==> src/design/ttss_pkg.sv <==
// Shared widths, reset values, register indexes, sequencer types and status bundle.
`timescale 1ns / 1ps
package ttss_pkg;

    localparam int TABLE_ENTRIES_DEF = 9;
    localparam int TAP_LIMIT_DEF     = 4;

    localparam int PCT_W     = 7;
    localparam int ERPM_W    = 17;
    localparam int TABLE_W   = 63;
    localparam int WIN_W     = 16;
    localparam int DEB_W     = 8;
    localparam int START_W   = 4;
    localparam int TOTAL_W   = 3;
    localparam int TARGET_W  = 18;
    localparam int LEVEL_W   = 4;
    localparam int CFG_IDX_W = 3;

    localparam int PROD_W    = PCT_W + ERPM_W;
    localparam int RECIP_W   = 25;
    localparam int MUL_W     = PROD_W + RECIP_W;
    localparam int DIV_SHIFT = 31;
    localparam logic [RECIP_W-1:0] DIV_RECIP = RECIP_W'(((64'd1 << DIV_SHIFT) + 64'd99) / 64'd100);

    localparam logic [TABLE_W-1:0] SPEED_TABLE_RST = 63'd7253941903918778250;
    localparam logic [ERPM_W-1:0]  MAX_ERPM_RST    = 17'd8000;
    localparam logic [PCT_W-1:0]   REVERSE_PCT_RST = 7'd20;
    localparam logic [WIN_W-1:0]   TAP_WINDOW_RST  = 16'd125;
    localparam logic [DEB_W-1:0]   DEBOUNCE_RST    = 8'd10;
    localparam logic [START_W-1:0] START_INDEX_RST = 4'd2;

    typedef enum logic [CFG_IDX_W-1:0] {
        REG_SPEED_TABLE = 3'd0,
        REG_MAX_ERPM    = 3'd1,
        REG_REVERSE_PCT = 3'd2,
        REG_TAP_WINDOW  = 3'd3,
        REG_DEBOUNCE    = 3'd4,
        REG_START_INDEX = 3'd5
    } cfg_reg_t;

    typedef enum logic [3:0] {
        OP_NONE,
        OP_LOAD,
        OP_TICK,
        OP_PRESS_SCAN,
        OP_EVENTS,
        OP_DOWN_SCAN,
        OP_UP_SCAN,
        OP_MUL1,
        OP_MUL2,
        OP_RESULT
    } op_t;

    typedef enum logic [3:0] {
        S_IDLE,
        S_TICK,
        S_PRESS,
        S_EVENTS,
        S_DOWN,
        S_UP,
        S_MUL1,
        S_MUL2,
        S_RESULT
    } state_t;

    typedef struct packed {
        logic holdoff_busy;
        logic press_go;
        logic go_down;
        logic go_up;
        logic scan_done;
        logic out_free;
    } dp_status_t;

endpackage

==> src/design/trigger_tap_speed_selector.sv <==
// Top level: trigger tap speed selector, sequencer plus datapath.
`timescale 1ns / 1ps
// Each transfer on the input is one trigger sample of a periodic tick and yields exactly one
// result transfer: a signed speed target, a coast flag, the current table level and the
// reverse flag. A tick first loads the sample and counts down the window and hold-off timers;
// unless the sample falls in the debounce hold-off, it then runs the tap event step, preceded
// by a table scan when a press starts from stop and followed by one when a tap command steps
// up or down. Every tick includes two multiplier stages for the percent scaling. A finished
// result waits in the output register, so the next sample can be taken before the previous
// result is collected; a result that finds the register still full holds the sequencer until
// it drains. Configuration registers are written by index through the write port; the user
// must write them only while no tick is in progress, as the block itself does not enforce it.
module trigger_tap_speed_selector #(
    parameter int TABLE_ENTRIES = ttss_pkg::TABLE_ENTRIES_DEF,
    parameter int TAP_LIMIT     = ttss_pkg::TAP_LIMIT_DEF
) (
    input  logic                                 clk,
    input  logic                                 rst_n,
    input  logic                                 cfg_we,
    input  logic [ttss_pkg::CFG_IDX_W-1:0]       cfg_index,
    input  logic [ttss_pkg::TABLE_W-1:0]         cfg_data,
    input  logic                                 in_valid,
    output logic                                 in_ready,
    input  logic                                 trigger,
    output logic                                 out_valid,
    input  logic                                 out_ready,
    output logic signed [ttss_pkg::TARGET_W-1:0] speed_target,
    output logic                                 motor_release,
    output logic [ttss_pkg::LEVEL_W-1:0]         speed_level,
    output logic                                 reverse_active
);
    import ttss_pkg::*;

    op_t        op;
    dp_status_t status;

    ttss_controller u_ctrl (
        .clk      (clk),
        .rst_n    (rst_n),
        .in_valid (in_valid),
        .in_ready (in_ready),
        .status   (status),
        .op       (op)
    );

    ttss_datapath #(
        .TABLE_ENTRIES (TABLE_ENTRIES),
        .TAP_LIMIT     (TAP_LIMIT)
    ) u_dp (
        .clk            (clk),
        .rst_n          (rst_n),
        .cfg_we         (cfg_we),
        .cfg_index      (cfg_index),
        .cfg_data       (cfg_data),
        .trigger        (trigger),
        .op             (op),
        .status         (status),
        .out_valid      (out_valid),
        .out_ready      (out_ready),
        .speed_target   (speed_target),
        .motor_release  (motor_release),
        .speed_level    (speed_level),
        .reverse_active (reverse_active)
    );

endmodule

==> src/design/ttss_datapath.sv <==
// Datapath: configuration, tap state, table scan, target scaling and output register.
`timescale 1ns / 1ps
module ttss_datapath #(
    parameter int TABLE_ENTRIES = ttss_pkg::TABLE_ENTRIES_DEF,
    parameter int TAP_LIMIT     = ttss_pkg::TAP_LIMIT_DEF
) (
    input  logic                                 clk,
    input  logic                                 rst_n,
    input  logic                                 cfg_we,
    input  logic [ttss_pkg::CFG_IDX_W-1:0]       cfg_index,
    input  logic [ttss_pkg::TABLE_W-1:0]         cfg_data,
    input  logic                                 trigger,
    input  ttss_pkg::op_t                        op,
    output ttss_pkg::dp_status_t                 status,
    output logic                                 out_valid,
    input  logic                                 out_ready,
    output logic signed [ttss_pkg::TARGET_W-1:0] speed_target,
    output logic                                 motor_release,
    output logic [ttss_pkg::LEVEL_W-1:0]         speed_level,
    output logic                                 reverse_active
);
    import ttss_pkg::*;

    localparam int IDX_W = $clog2(TABLE_ENTRIES);
    localparam int CNT_W = $clog2(TABLE_ENTRIES + 1);
    localparam logic [CNT_W-1:0]   TE_C   = CNT_W'(TABLE_ENTRIES);
    localparam logic [CNT_W-1:0]   LAST_C = CNT_W'(TABLE_ENTRIES - 1);
    localparam logic [START_W-1:0] LAST_S = START_W'(TABLE_ENTRIES - 1);
    localparam logic [TOTAL_W-1:0] LIMIT_C = TOTAL_W'(TAP_LIMIT);

    logic [TABLE_W-1:0] table_reg;
    logic [ERPM_W-1:0]  max_erpm_reg;
    logic [PCT_W-1:0]   rev_pct_reg;
    logic [WIN_W-1:0]   tap_window_reg;
    logic [DEB_W-1:0]   debounce_reg;
    logic [START_W-1:0] start_reg;

    logic [IDX_W-1:0]   idx_reg;
    logic [PCT_W-1:0]   ap_reg;
    logic               open_reg;
    logic               counted_reg;
    logic [TOTAL_W-1:0] total_reg;
    logic [WIN_W-1:0]   timer_reg;
    logic               wrun_reg;
    logic               wexp_reg;
    logic               rev_reg;
    logic [DEB_W-1:0]   holdoff_reg;
    logic               out_valid_reg;

    logic                       trig_reg;
    logic [CNT_W-1:0]           scan_reg;
    logic [PROD_W-1:0]          prod_reg;
    logic [TARGET_W-1:0]        quot_reg;
    logic signed [TARGET_W-1:0] target_out_reg;
    logic                       release_out_reg;
    logic [LEVEL_W-1:0]         level_out_reg;
    logic                       rev_out_reg;

    logic [PCT_W-1:0]   ent [TABLE_ENTRIES];
    logic [PCT_W-1:0]   scan_ent;
    logic [IDX_W-1:0]   start_pos;
    logic [IDX_W-1:0]   commit_idx;
    logic [PCT_W-1:0]   commit_ap;
    logic [WIN_W-1:0]   timer_dec;
    logic [WIN_W-1:0]   win_load;
    logic               ev_b;
    logic               ev_c;
    logic               ev_d;
    logic [TOTAL_W-1:0] tot_inc;
    logic               at_limit;
    logic               win_start;
    logic               exp_fin;
    logic [TOTAL_W-1:0] tot_fin;
    logic               act_stop;
    logic               act_down;
    logic               act_rev;
    logic               act_up;
    logic [PCT_W-1:0]   pct_sel;
    logic [MUL_W-1:0]   recip_prod;
    logic [ERPM_W-1:0]  mag;
    logic [TARGET_W-1:0] mag_ext;

    always_comb
    begin
        for (int k = 0; k < TABLE_ENTRIES; k++)
        begin
            ent[k] = table_reg[k*PCT_W +: PCT_W];
        end
    end

    assign scan_ent = (scan_reg < TE_C) ? ent[scan_reg[IDX_W-1:0]] : '0;

    always_comb
    begin
        if (start_reg == '0)
            start_pos = IDX_W'(1);
        else if (start_reg > LAST_S)
            start_pos = IDX_W'(TABLE_ENTRIES - 1);
        else
            start_pos = start_reg[IDX_W-1:0];
    end

    always_comb
    begin
        commit_idx = scan_reg[IDX_W-1:0];
        commit_ap  = scan_ent;
        case (op)
            OP_UP_SCAN:
            begin
                if (scan_reg >= TE_C)
                begin
                    commit_idx = IDX_W'(TABLE_ENTRIES - 1);
                    commit_ap  = ent[TABLE_ENTRIES-1];
                end
            end
            OP_DOWN_SCAN:
            begin
                if (scan_reg == '0)
                begin
                    commit_idx = IDX_W'(1);
                    commit_ap  = ent[1];
                end
            end
            default:
            begin
                commit_idx = scan_reg[IDX_W-1:0];
            end
        endcase
    end

    assign timer_dec = (timer_reg != '0) ? timer_reg - WIN_W'(1) : '0;
    assign win_load  = (tap_window_reg != '0) ? tap_window_reg : WIN_W'(1);

    assign ev_b      = !trig_reg && !open_reg && (idx_reg != '0);
    assign ev_c      = trig_reg && open_reg && !counted_reg;
    assign ev_d      = !trig_reg && open_reg && counted_reg;
    assign tot_inc   = total_reg + TOTAL_W'(1);
    assign at_limit  = tot_inc >= LIMIT_C;
    assign win_start = ev_b || (ev_c && !at_limit) || ev_d;
    assign exp_fin   = (ev_c && at_limit) || (!win_start && wexp_reg);
    assign tot_fin   = ev_b ? '0 : (ev_c ? tot_inc : total_reg);
    assign act_stop  = !trig_reg && (tot_fin == '0);
    assign act_down  = !act_stop && trig_reg && (tot_fin == TOTAL_W'(1));
    assign act_rev   = !act_stop && !act_down && (tot_fin == LIMIT_C);
    assign act_up    = !act_stop && !act_down && !act_rev && trig_reg
                       && (tot_fin == TOTAL_W'(2));

    always_comb
    begin
        status.holdoff_busy = holdoff_reg != '0;
        status.press_go     = (holdoff_reg == '0) && (idx_reg == '0) && trig_reg;
        status.go_down      = exp_fin && act_down && (idx_reg != '0);
        status.go_up        = exp_fin && act_up && (idx_reg != '0);
        status.out_free     = !out_valid_reg || out_ready;
        case (op)
            OP_PRESS_SCAN: status.scan_done = (scan_ent != '0) || (scan_reg >= LAST_C);
            OP_UP_SCAN:    status.scan_done = (scan_reg >= TE_C) || (scan_ent != '0);
            OP_DOWN_SCAN:  status.scan_done = (scan_reg == '0) || (scan_ent != '0);
            default:       status.scan_done = 1'b0;
        endcase
    end

    assign pct_sel    = rev_reg ? rev_pct_reg : ap_reg;
    assign recip_prod = MUL_W'(prod_reg) * MUL_W'(DIV_RECIP);
    assign mag        = (quot_reg > TARGET_W'(max_erpm_reg)) ? max_erpm_reg
                                                               : quot_reg[ERPM_W-1:0];
    assign mag_ext    = TARGET_W'(mag);

    always_ff @(posedge clk or negedge rst_n)
    begin
        if (!rst_n)
        begin
            table_reg      <= SPEED_TABLE_RST;
            max_erpm_reg   <= MAX_ERPM_RST;
            rev_pct_reg    <= REVERSE_PCT_RST;
            tap_window_reg <= TAP_WINDOW_RST;
            debounce_reg   <= DEBOUNCE_RST;
            start_reg      <= START_INDEX_RST;
        end
        else if (cfg_we)
        begin
            case (cfg_reg_t'(cfg_index))
                REG_SPEED_TABLE: table_reg      <= cfg_data;
                REG_MAX_ERPM:    max_erpm_reg   <= cfg_data[ERPM_W-1:0];
                REG_REVERSE_PCT: rev_pct_reg    <= cfg_data[PCT_W-1:0];
                REG_TAP_WINDOW:  tap_window_reg <= cfg_data[WIN_W-1:0];
                REG_DEBOUNCE:    debounce_reg   <= cfg_data[DEB_W-1:0];
                REG_START_INDEX: start_reg      <= cfg_data[START_W-1:0];
                default:         table_reg      <= table_reg;
            endcase
        end
    end

    always_ff @(posedge clk or negedge rst_n)
    begin
        if (!rst_n)
        begin
            idx_reg       <= '0;
            ap_reg        <= '0;
            open_reg      <= 1'b0;
            counted_reg   <= 1'b0;
            total_reg     <= '0;
            timer_reg     <= '0;
            wrun_reg      <= 1'b0;
            wexp_reg      <= 1'b0;
            rev_reg       <= 1'b0;
            holdoff_reg   <= '0;
            out_valid_reg <= 1'b0;
        end
        else
        begin
            if (op == OP_RESULT)
                out_valid_reg <= 1'b1;
            else if (out_ready)
                out_valid_reg <= 1'b0;

            case (op)
                OP_TICK:
                begin
                    if (wrun_reg)
                    begin
                        timer_reg <= timer_dec;
                        if (timer_dec == '0)
                        begin
                            wrun_reg <= 1'b0;
                            wexp_reg <= 1'b1;
                        end
                    end
                    if (holdoff_reg != '0)
                        holdoff_reg <= holdoff_reg - DEB_W'(1);
                end
                OP_PRESS_SCAN, OP_UP_SCAN, OP_DOWN_SCAN:
                begin
                    if (status.scan_done)
                    begin
                        idx_reg <= commit_idx;
                        ap_reg  <= commit_ap;
                    end
                end
                OP_EVENTS:
                begin
                    if (ev_b)
                    begin
                        open_reg    <= 1'b1;
                        total_reg   <= '0;
                        counted_reg <= 1'b0;
                    end
                    if (ev_c)
                    begin
                        total_reg <= tot_inc;
                        if (!at_limit)
                            counted_reg <= 1'b1;
                    end
                    if (ev_d)
                        counted_reg <= 1'b0;
                    if (win_start)
                    begin
                        timer_reg   <= win_load;
                        wrun_reg    <= 1'b1;
                        wexp_reg    <= 1'b0;
                        holdoff_reg <= debounce_reg;
                    end
                    if (exp_fin)
                    begin
                        wexp_reg    <= 1'b0;
                        wrun_reg    <= 1'b0;
                        timer_reg   <= '0;
                        counted_reg <= 1'b0;
                        open_reg    <= 1'b0;
                        if (act_stop)
                        begin
                            idx_reg <= '0;
                            ap_reg  <= '0;
                            rev_reg <= 1'b0;
                        end
                        else if (act_rev)
                            rev_reg <= 1'b1;
                        else if ((act_down || act_up) && (idx_reg == '0))
                            idx_reg <= start_pos;
                    end
                end
                default:
                begin
                    holdoff_reg <= holdoff_reg;
                end
            endcase
        end
    end

    always_ff @(posedge clk)
    begin
        case (op)
            OP_LOAD:
            begin
                trig_reg <= trigger;
            end
            OP_TICK:
            begin
                scan_reg <= CNT_W'(start_pos);
            end
            OP_EVENTS:
            begin
                if (act_down)
                    scan_reg <= (idx_reg > IDX_W'(1)) ? CNT_W'(idx_reg) - CNT_W'(1)
                                                      : CNT_W'(1);
                else
                    scan_reg <= CNT_W'(idx_reg) + CNT_W'(1);
            end
            OP_PRESS_SCAN, OP_UP_SCAN:
            begin
                if (!status.scan_done)
                    scan_reg <= scan_reg + CNT_W'(1);
            end
            OP_DOWN_SCAN:
            begin
                if (!status.scan_done)
                    scan_reg <= scan_reg - CNT_W'(1);
            end
            OP_MUL1:
            begin
                prod_reg <= PROD_W'(pct_sel) * PROD_W'(max_erpm_reg);
            end
            OP_MUL2:
            begin
                quot_reg <= recip_prod[DIV_SHIFT +: TARGET_W];
            end
            OP_RESULT:
            begin
                target_out_reg  <= rev_reg ? TARGET_W'(0) - mag_ext : mag_ext;
                release_out_reg <= !rev_reg && (ap_reg == '0);
                level_out_reg   <= LEVEL_W'(idx_reg);
                rev_out_reg     <= rev_reg;
            end
            default:
            begin
                trig_reg <= trig_reg;
            end
        endcase
    end

    assign out_valid      = out_valid_reg;
    assign speed_target   = target_out_reg;
    assign motor_release  = release_out_reg;
    assign speed_level    = level_out_reg;
    assign reverse_active = rev_out_reg;

    a_window_timer_live: assert property (@(posedge clk) disable iff (!rst_n)
        wrun_reg |-> (timer_reg != '0))
        else $error("window running with zero timer");

    a_tap_needs_command: assert property (@(posedge clk) disable iff (!rst_n)
        !open_reg |-> !counted_reg)
        else $error("tap counted outside an open command");

    a_scan_in_range: assert property (@(posedge clk) disable iff (!rst_n)
        (op == OP_UP_SCAN || op == OP_DOWN_SCAN || op == OP_PRESS_SCAN)
        |-> (scan_reg <= TE_C))
        else $error("table scan beyond last entry");

    a_release_zero_target: assert property (@(posedge clk) disable iff (!rst_n)
        (op == OP_RESULT && !rev_reg && ap_reg == '0)
        |=> (motor_release && speed_target == '0))
        else $error("coast result with nonzero target");

endmodule

==> src/design/ttss_controller.sv <==
// Sequencer: steps one tick through countdown, scans, tap events and scaling.
`timescale 1ns / 1ps
module ttss_controller (
    input  logic                 clk,
    input  logic                 rst_n,
    input  logic                 in_valid,
    output logic                 in_ready,
    input  ttss_pkg::dp_status_t status,
    output ttss_pkg::op_t        op
);
    import ttss_pkg::*;

    state_t state_reg;
    state_t state_next;

    always_ff @(posedge clk or negedge rst_n)
    begin
        if (!rst_n)
            state_reg <= S_IDLE;
        else
            state_reg <= state_next;
    end

    always_comb
    begin
        state_next = state_reg;
        op         = OP_NONE;
        in_ready   = 1'b0;
        case (state_reg)
            S_IDLE:
            begin
                in_ready = 1'b1;
                if (in_valid)
                begin
                    op         = OP_LOAD;
                    state_next = S_TICK;
                end
            end
            S_TICK:
            begin
                op = OP_TICK;
                if (status.holdoff_busy)
                    state_next = S_MUL1;
                else if (status.press_go)
                    state_next = S_PRESS;
                else
                    state_next = S_EVENTS;
            end
            S_PRESS:
            begin
                op = OP_PRESS_SCAN;
                if (status.scan_done)
                    state_next = S_EVENTS;
            end
            S_EVENTS:
            begin
                op = OP_EVENTS;
                if (status.go_down)
                    state_next = S_DOWN;
                else if (status.go_up)
                    state_next = S_UP;
                else
                    state_next = S_MUL1;
            end
            S_DOWN:
            begin
                op = OP_DOWN_SCAN;
                if (status.scan_done)
                    state_next = S_MUL1;
            end
            S_UP:
            begin
                op = OP_UP_SCAN;
                if (status.scan_done)
                    state_next = S_MUL1;
            end
            S_MUL1:
            begin
                op         = OP_MUL1;
                state_next = S_MUL2;
            end
            S_MUL2:
            begin
                op         = OP_MUL2;
                state_next = S_RESULT;
            end
            S_RESULT:
            begin
                if (status.out_free)
                begin
                    op         = OP_RESULT;
                    state_next = S_IDLE;
                end
            end
            default:
            begin
                state_next = S_IDLE;
            end
        endcase
    end

endmodule

==> config.mk <==
export PLATFORM = sky130hd
export DESIGN_NAME = trigger_tap_speed_selector
export DESIGN_NICKNAME = d
export VERILOG_FILES = /design/src/design/ttss_pkg.sv /design/src/design/trigger_tap_speed_selector.sv /design/src/design/ttss_datapath.sv /design/src/design/ttss_controller.sv
export SDC_FILE = /design/constraint.sdc
export NUM_CORES = 1
export LEC_CHECK = 0
export BUFFER_PORTS_ARGS = -buffer_cell sky130_fd_sc_hd__buf_4
export CAP_MARGIN = 15
export CORE_AREA = 2 2 267 242
export DETAILED_ROUTE_END_ITERATION = 10
export DIE_AREA = 0 0 269 244
export PLACE_DENSITY_LB_ADDON = 0.2
export RECOVER_POWER = 100
export SKIP_LAST_GASP = 1
export SYNTH_ARGS = -nofsm -noshare
export SYNTH_HDL_FRONTEND = slang
export SYNTH_SLANG_ARGS = --single-unit
==> constraint.sdc <==
create_clock -name clk -period 18.2 [get_ports clk]
set_clock_uncertainty 0.15 [all_clocks]
set_input_delay 5.46 -clock clk [delete_from_list [all_inputs] [get_ports clk]]
set_output_delay 5.46 -clock clk [all_outputs]
set_load 0.005 [all_outputs]
Yosys cells after proc, flatten, opt, wreduce, memory -nomap -nowiden

Cells that the tools add are included.

Reductions and logical operators: 84
Mux-type cells: 78
Multipliers: 2
$lt $le $gt $ge: 8
Shift operators: 0
Equality and inequality tests: 41
Divide/modulo/power cells: 0
Bitwise operators: 1
Add/sub/neg operators: 8

Operators with widths:

| operator                                             | number |
|---|---|
| 2-to-1 mux 16 bit                                    | 5 |
| 2-to-1 mux 4 bit                                     | 20 |
| 2-to-1 mux 7 bit                                     | 9 |
| multiplier 24 x 25 -> 49 bit (second input constant) | 1 |
| one-hot mux 4 bit (9 select lines)                   | 1 |
| 2-to-1 mux 17 bit                                    | 2 |
| equality test 4 x 3 -> 1 bit (second input constant) | 8 |
| one-hot mux 16 bit (2 select lines)                  | 1 |
| one-hot mux 4 bit (8 select lines)                   | 1 |
| nonzero test 16 bit                                  | 2 |
| binary-select mux 7 bit (select 4 bit)               | 1 |
| one-hot mux 7 bit (2 select lines)                   | 2 |
| logical AND 1 bit                                    | 25 |
| multiplier 7 x 17 -> 24 bit                          | 1 |
| 2-to-1 mux 1 bit                                     | 22 |
| > comparator 18 x 17 -> 1 bit                        | 1 |
| AND reduction 2 bit                                  | 9 |
| subtractor 1 x 17 -> 18 bit (first input constant)   | 1 |
| equality test 4 x 2 -> 1 bit (second input constant) | 4 |
| zero test 16 bit                                     | 1 |
| zero test 4 bit                                      | 4 |
| 2-to-1 mux 8 bit                                     | 2 |
| one-hot mux 4 bit (2 select lines)                   | 2 |
| one-hot mux 4 bit (4 select lines)                   | 1 |
| 40 further kinds                                     | 96 |

Flip-flop bits (word level): 234
Memories kept: 0
Output and inout bits: 26
Bits in writable memories: 0
Logic and storage cells: 249
Latch bits: 0
ROM bits: 0

Logic depth before layout (Yosys ltp)

Depth in word-level cells: 23
Depth in mapped cells: 26
Mapped depth without buffers: 26

Cells and area by module

Synthesis repeated with hierarchy kept, for this count alone.

Cells, all modules: 2,365
Area, all modules: 24,563.6 um2

By module, submodules not included:

| module          | instances | cells each | area an instance (um2) | seq. area each (um2) |
|---|---|---|---|---|
| ttss_datapath   | 1         | 2,322      | 24,209.5               | 6,169.7 |
| ttss_controller | 1         | 43         | 354.1                  | 100.1 |

Least setup slack after synthesis

No wires, ideal clock.

Path kind: in2reg
Start: in cfg_index[1] (netlist bit)
End: reg u_dp.table_reg[0]
Stages: 4
Data arrival time: 6.915 ns
Path buffers: 2
Data required time: 17.925 ns
Path slack: 11.010 ns
Cell sequence: clkbuf_1 > nor3_1 > clkbuf_1 > mux2_2

Longest elaborated chain between the ends: 2

Ends and longest elaborated chain:

| element                              | line                             | text |
|---|---|---|
| start, declared                      | trigger_tap_speed_selector.sv:20 | `input logic [ttss_pkg::CFG_IDX_W-1:0] cfg_index,` |
| zero test 3 bit                      | ttss_datapath.sv:182             | `case (cfg_reg_t'(cfg_index))` |
| AND reduction 2 bit (no source line) | -                                |  |
| end signal, assigned                 | ttss_datapath.sv:183             | `REG_SPEED_TABLE: table_reg <= cfg_data;` |
| end signal, assigned                 | ttss_datapath.sv:189             | `default: table_reg <= table_reg;` |
| end, declared                        | ttss_datapath.sv:31              | `logic [TABLE_W-1:0] table_reg;` |

Every way passes these cells.
A chain may end at the register's enable or synchronous reset.

==> run summary <==
CTS tree - done
Cell variety after synth - 75
Primary FF master, synth - dfrtp_1
reg2reg setup slack - 10.41 ns
Worst Max-Slew Pin Slew - 5.23 ns
number of cells on the worst reg-to-reg path - 20
share of cells above drive strength 1 - 13.3%
H-tree depth - 1
first-pass GRT wire length - 99.8 mm
1st-iter DRT viols - 1168
leading cell types in the layout, fill and taps excluded - inv_1 (431), ha_1 (320), fa_1 (276)
CORE AREA - 62600 um2
starting density of the core - 38.8%
WP buf/inv - 2
Max Buffers Root-to-Sink - 3
fin crit share - 54.5%
Num CTS Buffers - 28
Worst Path Class, Setup - input pin to async pin
slowest stage delay, CP - 3.60 ns
max reg flops - 63
clock root buffer - clkbuf_16
routed via count - 16900
gpl congestion - 0.919
Max Slew Vio Count - 291
Die ar. - 65600 um2
most common library cell in the layout ignoring fill and taps - inv_1
clk slew on worst S/H paths - 0.07 ns
Hold Path Class - register to register
First-pass DRT Iterations - 5
worst hold path depth - 2
# diodes - 0
Hold Violations, Final - 0
# hold bufs at CTS - 0
clock net sink count - 234
worst-path cell with the longest stage delay - clkbuf_1
worst path required time - 18.61 ns
Mapped Cells - 2351
# nets final - 3098
status - complete, but fails checks
failing checks - max-capacitance violations, max-slew violations
Worst Setup End Kind - async pin
Mapped Nets - 3019
synth-to-layout area growth - 10.5%
EDFF count, synth - 71
Die Height - 244 um
WL/cell - 19.2 um
initial antenna violation count - 0
critical path depth - 2
TNS Setup - 0 ns
asr flop ratio synth - 69.7%
RSZ-0062 raised after global routing - false
# setup viols final - 0
Setup crit start kind - input pin
vias per cell - 5.13
DR DRC count - 0
grt ovf - 0
sequential share of the synthesized area - 25.8%
Tmin final - 9.92 ns
Max-Cap Viols - 7
largest net degree at the start of global routing - 93
Die W - 269 um
highest clock rate - 0.101 GHz
DP HPWL - 51.9 mm
Max FO, Critical Path - 92
post-CTS setup repair buffer count - 0
Total GRT Usage - 19.7%
WL final - 63.1 mm
Mapped Avg Cell Area - 10.3 um2
crit path DAT - 10.33 ns
Yosys warning count - 0
Mapped Area - 24300 um2
Slew HR - -249%
delay-heaviest family, CP - buffers and inverters
Antenna Nets Post-Route - 0
#FFs+latches synth - 234
io pins - 98
number of global-route vias before repair - 17600
Resized Gates After CTS - 0
worst path cell trace - clkbuf_1, buf_4
IO buf count - 97
row count - 87
worst skew pair latency - 0.57 ns
metal layers:
| layer | wire length (um) | global-route usage [%] |
|---|---|---|
| met3 | 3430 | 3.19 |
| met4 | 675 | 2.40 |
| met1 | 30800 | 29.6 |
| met2 | 28300 | 30.5 |
| met5 | 0 | 0 |
cell usage after synthesis, drive strengths merged (14+ instances only):
cell type | count | area (um2)
nor2 | 121 | 470
nor4 | 15 | 93.8
a21oi | 97 | 485
edfxtp | 71 | 2130
inv | 431 | 1620
clkbuf | 57 | 214
mux2i | 17 | 170
nand2b | 17 | 106
dfstp | 47 | 1230
xor2 | 24 | 210
fa | 276 | 5530
mux4 | 14 | 323
xnor2 | 34 | 298
ha | 320 | 4000
nand2 | 175 | 657
dfrtp | 116 | 2900
nand3 | 22 | 110
nor2b | 18 | 113
and2 | 32 | 203
mux2 | 116 | 1320
nor3 | 46 | 235
o21ai | 117 | 601
a21o | 15 | 113
stage by stage:
stage                     area (um2)  worst slack, ns  hold WS [ns]  instances  util, %
after global routing           26900             7.27         0.366       3297     42.9
after detailed placement       26000            10.69         0.341       3244     41.5
final                          26900             8.28         0.352       3297     42.9
after global placement         26000            10.78         0.327       3244     41.5
after floorplan                24300            11.01         0.273       2351        -
after CTS                      27000            10.69         0.357       3296     43.1
cell type report:
type | instances | area, um2
multi-input cells | 1623 | 16100
fillers | 6050 | 35700
flip-flops and latches | 234 | 6270
inverters | 431 | 1620
clock inverters | 16 | 176
well taps | 845 | 1060
clock buffers | 36 | 835
repair buffers | 112 | 766
path summary, 6_finish.rpt:
kind	start	end
setup / recovery	rst_n	u_dp.ap_reg[3]
hold / removal	u_dp.timer_reg[11]	u_dp.timer_reg[11]
hold reg to reg	u_dp.timer_reg[11]	u_dp.timer_reg[11]
setup reg to reg	u_dp.rev_reg	u_dp.prod_reg[23]
max in group clk	u_dp.rev_reg	u_dp.prod_reg[23]
min in group asynchronous	rst_n	u_dp.out_valid
kinds of logic after synthesis:
family,after synthesis,share of synthesized area [%]
compound gates,318,7.83
xor+xnor,58,2.09
fa+ha+maj,596,39.2
buf+inv,494,7.72
flops,234,25.8
mux,147,7.45
simple gates,504,9.89
Power is left out: the tool's default activity adds up to more than one toggle a clock period on the data nets, which glitch-free logic cannot reach.
